### config.mk
export PLATFORM = sky130hd
export DESIGN_NAME = gyro_bias_calibrate_subtract
export DESIGN_NICKNAME = d
export VERILOG_FILES = /design/src/rtl/gbcal_pkg.sv /design/src/rtl/gbcal_ctrl.sv /design/src/rtl/gbcal_bias.sv /design/src/rtl/gyro_bias_calibrate_subtract.sv
export SDC_FILE = /design/constraint.sdc
export NUM_CORES = 2
export LEC_CHECK = 0
export BUFFER_PORTS_ARGS = -buffer_cell sky130_fd_sc_hd__buf_4
export CORE_MARGIN = 3
export CORE_UTILIZATION = 40
export CTS_BUF_LIST = sky130_fd_sc_hd__clkbuf_8
export DETAILED_ROUTE_END_ITERATION = 12
export PLACE_DENSITY = 0.54
export SLEW_MARGIN = 20
export SYNTH_ARGS = -nofsm -noshare
export SYNTH_HDL_FRONTEND = slang
export SYNTH_SLANG_ARGS = --single-unit
export TNS_END_PERCENT = 10
### constraint.sdc
create_clock -name clk -period 19.88 [get_ports clk]
set_input_delay 0.994 -clock clk [delete_from_list [all_inputs] [get_ports clk]]
set_output_delay 0.994 -clock clk [all_outputs]
set_load 0.1 [all_outputs]
### src/rtl/gbcal_pkg.sv
// shared types and constants for the gyro bias calibrate and subtract block
package gbcal_pkg;

	localparam int RATE_W = 16;
	localparam int CNT_W  = 8;
	localparam int AXES   = 3;

	// calibration phase codes
	localparam logic [1:0] PH_IDLE = 2'd0;
	localparam logic [1:0] PH_SKIP = 2'd1;
	localparam logic [1:0] PH_AVG  = 2'd2;

	// per-word commands from the phase sequencer to the bias unit
	typedef struct packed {
		logic clr;
		logic acc;
		logic load;
	} ctl_t;

	typedef logic signed [RATE_W-1:0] rate_t;

endpackage

### src/rtl/gbcal_ctrl.sv
// calibration phase sequencer: skip count, average count, bias load strobe
module gbcal_ctrl #(
	parameter int SKIP_SAMPLES    = 200,
	parameter int AVERAGE_SAMPLES = 50
) (
	input  logic               clk,
	input  logic               arst_n,
	input  logic               accept,
	input  logic               start,
	output gbcal_pkg::ctl_t    ctl,
	output logic               calibrating
);

	logic [1:0]                  phase_q, phase_d;
	logic [gbcal_pkg::CNT_W-1:0] cnt_q, cnt_d, cnt_inc;

	assign cnt_inc = cnt_q + 1'b1;

	always_comb begin
		phase_d  = phase_q;
		cnt_d    = cnt_q;
		ctl.clr  = 1'b0;
		ctl.acc  = 1'b0;
		ctl.load = 1'b0;
		if (start) begin
			phase_d = (SKIP_SAMPLES == 0) ? gbcal_pkg::PH_AVG : gbcal_pkg::PH_SKIP;
			cnt_d   = '0;
			ctl.clr = 1'b1;
		end else begin
			case (phase_q)
				gbcal_pkg::PH_SKIP: begin
					cnt_d = cnt_inc;
					if (cnt_inc >= gbcal_pkg::CNT_W'(SKIP_SAMPLES)) begin
						phase_d = gbcal_pkg::PH_AVG;
						cnt_d   = '0;
					end
				end
				gbcal_pkg::PH_AVG: begin
					ctl.acc = 1'b1;
					cnt_d   = cnt_inc;
					if (cnt_inc >= gbcal_pkg::CNT_W'(AVERAGE_SAMPLES)) begin
						ctl.load = 1'b1;
						phase_d  = gbcal_pkg::PH_IDLE;
						cnt_d    = '0;
					end
				end
				default: begin
					phase_d = gbcal_pkg::PH_IDLE;
				end
			endcase
		end
	end

	assign calibrating = (phase_d == gbcal_pkg::PH_SKIP) || (phase_d == gbcal_pkg::PH_AVG);

	always_ff @(posedge clk or negedge arst_n) begin
		if (!arst_n) begin
			phase_q <= gbcal_pkg::PH_IDLE;
			cnt_q   <= '0;
		end else if (accept) begin
			phase_q <= phase_d;
			cnt_q   <= cnt_d;
		end
	end

endmodule

### src/rtl/gbcal_bias.sv
// per-axis raw sums, constant-divisor mean and stored bias registers
module gbcal_bias #(
	parameter int AVERAGE_SAMPLES = 50
) (
	input  logic             clk,
	input  logic             arst_n,
	input  logic             accept,
	input  gbcal_pkg::ctl_t  ctl,
	input  gbcal_pkg::rate_t raw  [gbcal_pkg::AXES],
	output gbcal_pkg::rate_t bias [gbcal_pkg::AXES]
);

	localparam int L_W    = $clog2(AVERAGE_SAMPLES);
	localparam int MAG_W  = gbcal_pkg::RATE_W + L_W;
	localparam int SUM_W  = MAG_W + 1;
	localparam int SHIFT  = MAG_W + L_W;
	localparam int M_W    = MAG_W + 2;
	localparam int PROD_W = MAG_W + M_W;
	// ceil(2^SHIFT / N): exact floor division for any magnitude below 2^MAG_W
	localparam logic [M_W-1:0] RECIP =
		M_W'(((64'd1 << SHIFT) + 64'(AVERAGE_SAMPLES) - 64'd1) / 64'(AVERAGE_SAMPLES));

	logic signed [SUM_W-1:0] sum_q [gbcal_pkg::AXES];

	for (genvar i = 0; i < gbcal_pkg::AXES; i++) begin : g_axis
		logic signed [SUM_W-1:0]  total;
		logic signed [SUM_W-1:0]  total_neg;
		logic                     neg;
		logic [MAG_W-1:0]         mag;
		logic [PROD_W-1:0]        prod;
		logic [gbcal_pkg::RATE_W-1:0] quo;
		logic [gbcal_pkg::RATE_W-1:0] mean;

		assign total     = sum_q[i] + SUM_W'(raw[i]);
		assign total_neg = -total;
		assign neg       = total[SUM_W-1];
		assign mag       = neg ? total_neg[MAG_W-1:0] : total[MAG_W-1:0];
		assign prod      = PROD_W'(mag) * PROD_W'(RECIP);
		assign quo       = prod[SHIFT +: gbcal_pkg::RATE_W];
		// truncation toward zero: divide the magnitude, restore the sign
		assign mean      = neg ? (~quo + 1'b1) : quo;

		always_ff @(posedge clk or negedge arst_n) begin
			if (!arst_n) begin
				sum_q[i] <= '0;
				bias[i]  <= '0;
			end else if (accept) begin
				if (ctl.clr) begin
					sum_q[i] <= '0;
				end else if (ctl.acc) begin
					sum_q[i] <= total;
				end
				if (ctl.load) begin
					bias[i] <= mean;
				end
			end
		end
	end

endmodule

### src/rtl/gyro_bias_calibrate_subtract.sv
// top level: gyro bias calibration and per-axis bias subtraction
//
// input stream: s_axis_tdata carries one three-axis gyro word (x, y, z signed
// 16 bit); s_axis_tuser is high for a start-calibration word, whose data is
// ignored. output stream: one word per input word, the sample minus the
// stored per-axis bias wrapped to 16 bits (zero for a start word), with
// tuser flags for calibration in progress and for the word that loaded new
// biases.
// a start word clears the running sums, then SKIP_SAMPLES samples are
// dropped from the average and the next AVERAGE_SAMPLES raw samples are
// summed; the last of them loads sum / AVERAGE_SAMPLES (toward zero) into the
// bias registers, used from the following word on. every word is still
// passed through during calibration, corrected with the old biases.
// an accepted word is registered in the output register; one word is
// accepted per cycle unless stalled, set by the single output register stage.
// reset clears phase, count, sums and biases to zero and empties the output.
// when the receiver stalls the output word holds and s_axis_tready drops
// until it is taken; a word is accepted in the same cycle the held one leaves.
module gyro_bias_calibrate_subtract #(
	parameter int SKIP_SAMPLES    = 200,
	parameter int AVERAGE_SAMPLES = 50
) (
	input  logic        clk,
	input  logic        arst_n,
	input  logic        s_axis_tvalid,
	output logic        s_axis_tready,
	input  logic [47:0] s_axis_tdata,  // rate_in_x, rate_in_y, rate_in_z
	input  logic        s_axis_tuser,  // kind
	output logic        m_axis_tvalid,
	input  logic        m_axis_tready,
	output logic [47:0] m_axis_tdata,  // rate_out_x, rate_out_y, rate_out_z
	output logic [1:0]  m_axis_tuser   // calibrating, bias_updated
);

	logic             accept;
	logic             start;
	gbcal_pkg::ctl_t  ctl;
	logic             calibrating;
	gbcal_pkg::rate_t raw  [gbcal_pkg::AXES];
	gbcal_pkg::rate_t bias [gbcal_pkg::AXES];
	gbcal_pkg::rate_t corr [gbcal_pkg::AXES];

	// output register empty or being drained this cycle
	assign s_axis_tready = !m_axis_tvalid || m_axis_tready;
	assign accept        = s_axis_tvalid && s_axis_tready;
	assign start         = s_axis_tuser;

	for (genvar i = 0; i < gbcal_pkg::AXES; i++) begin : g_axis
		assign raw[i]  = s_axis_tdata[i*gbcal_pkg::RATE_W +: gbcal_pkg::RATE_W];
		// wrapping subtract with the bias held before this word
		assign corr[i] = start ? '0 : (raw[i] - bias[i]);
	end

	gbcal_ctrl #(
		.SKIP_SAMPLES    (SKIP_SAMPLES),
		.AVERAGE_SAMPLES (AVERAGE_SAMPLES)
	) u_ctrl (
		.clk         (clk),
		.arst_n      (arst_n),
		.accept      (accept),
		.start       (start),
		.ctl         (ctl),
		.calibrating (calibrating)
	);

	gbcal_bias #(
		.AVERAGE_SAMPLES (AVERAGE_SAMPLES)
	) u_bias (
		.clk    (clk),
		.arst_n (arst_n),
		.accept (accept),
		.ctl    (ctl),
		.raw    (raw),
		.bias   (bias)
	);

	// output valid flag
	always_ff @(posedge clk or negedge arst_n) begin
		if (!arst_n) begin
			m_axis_tvalid <= 1'b0;
		end else if (s_axis_tready) begin
			m_axis_tvalid <= s_axis_tvalid;
		end
	end

	// output payload, loaded only with an accepted word
	always_ff @(posedge clk) begin
		if (accept) begin
			m_axis_tdata <= {corr[2], corr[1], corr[0]};
			m_axis_tuser <= {ctl.load, calibrating};
		end
	end

endmodule

Word-level counts from Yosys, hierarchy flattened
Index checks and enable logic that the tools add are counted.
- input port bits: 53
- logic and storage cells: 69
- output and inout port bits: 52
- bits in registers: 178
- eq/ne operators: 4
- $add $sub $neg: 13
- bitwise gates (word level): 3
- muxes and demuxes: 24
- order comparisons: 2
- multiply operators: 3
- reduce and logical (&&, ||, !) cells: 9
- operators with widths (cell ; count):
    2-to-1 mux 23 bit ; 6
    multiplier 22 x 22 -> 43 bit, second input constant ; 3
    adder 23 x 16 -> 23 bit ; 3
    2-to-1 mux 22 bit ; 3
    negator 22 bit ; 3
    adder 16 x 1 -> 16 bit, second input constant ; 3
    2-to-1 mux 16 bit ; 3
    NOT 16 bit ; 3
    subtractor 16 bit ; 3
    2-to-1 mux 8 bit ; 3
    case mux 8 bit (2 select lines) ; 1
    2-to-1 mux 2 bit ; 5
    adder 8 x 1 -> 8 bit, second input constant ; 1
    >= comparator 8 x 6 -> 1 bit, second input constant ; 1
    >= comparator 8 bit, second input constant ; 1
    AND reduction 2 bit ; 3
    equality test 2 x 1 -> 1 bit, second input constant ; 2
    equality test 2 bit, second input constant ; 2
    case mux 2 bit (2 select lines) ; 1
    nonzero test 3 bit ; 1
    logical OR 1 bit ; 2
    2-to-1 mux 1 bit ; 2
    nonzero test 2 bit ; 1
    logical AND 1 bit ; 1
    logical NOT 1 bit ; 1

Depth between registers and ports, before layout
- word-level depth: 7
- mapped depth: 42
- gate-level depth less buffers: 40

By module
From an unflattened synthesis, not the netlist that was laid out.
- cells, all modules: 4600
- area total of the unflattened synthesis: 42166.7 um^2
- modules (own cells, without submodules) (module ; instances ; sequential area each (um^2) ; cells each ; area each (um^2)):
    gbcal_bias ; 1 ; 2927.8 ; 4084 ; 37145.6
    gyro_bias_calibrate_subtract ; 1 ; 1526.5 ; 417 ; 4040.1
    gbcal_ctrl ; 1 ; 250.2 ; 99 ; 980.9

Least setup slack after synthesis
OpenSTA, ideal clock, no wires.
- path type: input -> register
- start: input s_axis_tdata[16]
- end: register u_bias.bias[28] (netlist bit)
- setup slack: 9.161 ns
- stages on the path: 39
- path buffers: 2
- setup time: 0.135 ns
- arrival time: 10.584 ns
- required time: 19.745 ns
- path through: ha_1 fa_1 a21o_1 a311oi_2 a22oi_2 a311oi_1 o31ai_1 a21oi_1 xnor2_1 clkbuf_1 clkbuf_1 nand2_1 xnor2_1 ha_1 inv_1 fa_1 fa_1 inv_1 [3 not listed] inv_1 fa_1 inv_1 ha_1 a21oi_1 o21ai_0 a211oi_1 a21oi_1 nor2b_1 xor2_1 ha_1 o21ai_0 nand4b_1 or4_1 a22o_1 a21oi_1 xnor2_1 o21ai_0
- word-level cells in the longest chain between the ends: 7
- ends and longest elaborated chain (what ; RTL line ; text):
    from (decl) ; gyro_bias_calibrate_subtract.sv:27 ; input logic [47:0] s_axis_tdata,
    adder 23 x 16 -> 23 bit * ; gbcal_bias.sv:34 ; assign total = sum_q[i] + SUM_W'(raw[i]);
    negator 22 bit ; gbcal_bias.sv:35 ; assign total_neg = -total;
    2-to-1 mux 22 bit ; gbcal_bias.sv:37 ; assign mag = neg ? total_neg[MAG_W-1:0] : total[MAG_W-1:0];
    multiplier 22 x 22 -> 43 bit ; gbcal_bias.sv:38 ; assign prod = PROD_W'(mag) * PROD_W'(RECIP);
    NOT 16 bit ; gbcal_bias.sv:41 ; assign mean = neg ? (~quo + 1'b1) : quo;
    adder 16 x 1 -> 16 bit ; gbcal_bias.sv:41 ;
    2-to-1 mux 16 bit * ; gbcal_bias.sv:41 ;
    to (signal, indexed assignment) ; gbcal_bias.sv:54 ; bias[i] <= mean;
    to (decl) ; gbcal_bias.sv:10 ; output gbcal_pkg::rate_t bias [gbcal_pkg::AXES]
Mark *: on every way between the ends. The rest lies on a longest branch, timed or not.
A chain may end at the register's enable or synchronous reset.

Worst setup path after layout
- start: input s_axis_tdata[32]
- end: register u_bias.bias[10] (netlist bit)
Same word-level chain as after synthesis.

==> impl_results.md <==
- Post-synthesis cell type count: 93
- Rows: 116
- Initial antenna violation count: 5
- Die Wd: 326.0 um
- Gr usage total: 22.01%
- CP bufs+invs: 6
- First drt pass iteration count: 9
- Worst endpoint required time: 20.36 ns
- Synth cell count leaders: inv_1 (1116), ha_1 (805), fa_1 (528)
- CP Max Fanout: 5
- Multi-input gate area: 31870 sq um
- Crit path max-delay family: adder cells
- DR WL/cell: 18.96 um
- Syn nets: 5895
- Max clock buf depth: 2
- Top-area cell type share of the netlist area: 25.81%
- Fmax: 0.08407 GHz
- IO Pins: 105
- CTS Buf Count: 17
- Setup CP Type: input port to flip-flop
- Final net count: 5995
- Post-cts resize count: 0
- Worst Setup Start Kind: input port
- Largest net degree at the start of global routing: 81
- Max Cap Violations: 0
- Async set or reset register ratio after synthesis: 71.91%
- Fin cells: 5980
- Total gr overflow: 0
- Die height: 326.0 um
- Synth warn: 0
- Share of cells above drive strength 1: 5.149%
- Min Tclk post-route: 11.89 ns
- Slew @ Worst Pin: 1.198 ns
- Core Util, Final: 43.54%
- Initial DRC count: 1793
- Register Area: 4705 sq um
- Setup violations, final: 0
- Outcome: finished, final reports clean
- Initial Util: 40.60%
- Root Buffer: clkbuf_8
- Primary FF master, synth: dfrtp_1
- # fillers: 10070
- Post-Route WL: 113400 um
- Synthesized area: 40960 sq um
- Syn Area/Cell: 9.083 sq um
- Port buffer count: 104
- Final worst path period share: 59.83%
- Worst setup EP type: flip-flop
- Critical Path AT: 12.38 ns
- Fin. max-slew vios: 0
- Vias in the first global route: 31500
- Dpl hpwl: 99120 um
- P&R area growth vs syn: 7.234%
- Core area: 100900 sq um
- Hold_ws: 0.4087 ns
- Post-CTS Setup Inserts: 0
- Slew HR: 19.30%
- Area leader, netlist: fa_1
- Antenna-violating nets left: 0
- Slowest CP cell: or4b_2
- DR vias/cell: 5.090
- Crit-path max cell delay: 0.73 ns
- Synthesized flop and latch total: 178
- Num Clock Sinks: 178
- Register area share after synthesis: 11.49%
- CP most frequent cell: fa_1
- Die ar.: 106300 sq um
- RSZ-0062 raised after global routing: no
- Placer Congestion: 0.9137
- EDFF count, synth: 50
- Most common cell in the netlist: inv_1
- Worst hold path type: input port to asynchronous set/reset pin
- Clock-pin slew on the worst setup and hold paths: 0.13 ns
- H-tree levels: 4
- Post-CTS Hold Fix Bufs: 0
- Syn Inst Count: 4509
- Clock Latency Late Sink: 0.62 ns
- # placed instances: 5947
- DRC: 0
- Clock skew: 0.03606 ns
- Vias: 30440
- First-pass GRT wire length: 181500 um
- CTS tree: built
- Final Hold Fails: 0
- Top post-synthesis cells by area: fa_1 (26%), ha_1 (25%), inv_1 (10%)
- Final TNS setup: 0 ns
==> flip-flops by register name (all words and copies together), names as in the netlist <==
name	flops
m_axis_tdata	48
m_axis_tuser	2
m_axis_tvalid	1
u_bias.bias	48
u_bias.sum_q	69
u_ctrl.cnt_q	8
u_ctrl.phase_q	2
==> final cells by class <==
class / count / share of cell area, %
clock buffer: 17 / 0.5327
timing repair buffer: 143 / 2.453
multi-input combinational: 3153 / 72.57
sequential: 178 / 10.71
tap: 1357 / 3.866
antenna: 1 / 0.005698
inverter: 1116 / 9.538
clock inverter: 15 / 0.3219
==> kinds of logic (layout without fill, tap and decap cells) <==
kind of cell | after synthesis | in the layout | share of synthesized area [%]
DFF | 178 | 178 | 11.49
xor gates and xnor gates | 262 | 262 | 5.881
other | 0 | 1 | 0
adders and majority gates | 1334 | 1334 | 50.43
AOI/OAI and AO/OA | 743 | 743 | 11.58
buffers and inverters | 1178 | 1291 | 10.81
and+or+nand+nor | 809 | 809 | 9.688
muxes | 5 | 5 | 0.1283
==> routing by layer <==
| layer | GRT usage [%] | vias to the layer above | routed length [um] |
|---|---|---|---|
| met2 | 35.03 | 564 | 51570 |
| met1 | 30.94 | 14840 | 53440 |
| met5 | 0 | - | 42 |
| met4 | 4.890 | 6 | 2210 |
| li1 | - | 14940 | - |
| met3 | 4.290 | 88 | 6116 |
==> worst paths after layout <==
check,depth (start not counted),from,endpoint,slack [ns]
setup / recovery,36,s_axis_tdata[32],u_bias.bias[10],7.99
hold / removal,1,arst_n,u_bias.bias[1],0.41
setup reg to reg,35,u_bias.sum_q[0],u_bias.bias[10],8.11
hold reg to reg,2,u_bias.sum_q[23],u_bias.sum_q[23],0.49
max in group asynchronous,2,arst_n,u_bias.sum_q[38],18.08
min in group clk,2,u_bias.sum_q[23],u_bias.sum_q[23],0.49
==> through the flow <==
step / cell area [sq um] / setup WS (ns)
after floorplan: 40960 / 9.161
after global placement: 43530 / 7.236
after detailed placement: 43540 / 7.405
after CTS: 43920 / 8.062
after global routing: 43920 / 7.329
final: 43920 / 7.985
==> placed cells by master, fill, tap and decap left out, drive strengths merged, types with 31 or more instances in the layout <==
cell type / Yosys / routed
a21o: 41 / 41
a21oi: 189 / 189
a22o: 42 / 42
and3: 31 / 31
buf: 9 / 143
dfrtp: 128 / 128
edfxtp: 50 / 50
fa: 528 / 528
ha: 805 / 805
inv: 1116 / 1124
nand2: 243 / 243
nand2b: 32 / 32
nand3: 56 / 56
nand4: 31 / 31
nor2: 191 / 191
nor3: 64 / 64
o21ai: 226 / 226
o31ai: 34 / 34
xnor2: 158 / 158
xor2: 102 / 102
==> worst register-to-register path, delay by kind of cell (launching register included) <==
family,cells,cell delay [ns]
fa+ha+maj,11,4.73
xor+xnor,4,1.67
compound gates,4,0.67
simple gates,10,3.36
mux,1,0.26
flops,1,0.40
buf+inv,5,0.58
Power is not shown: default switching activity piles up to over one toggle a cycle in this logic, so the estimate is an artifact.
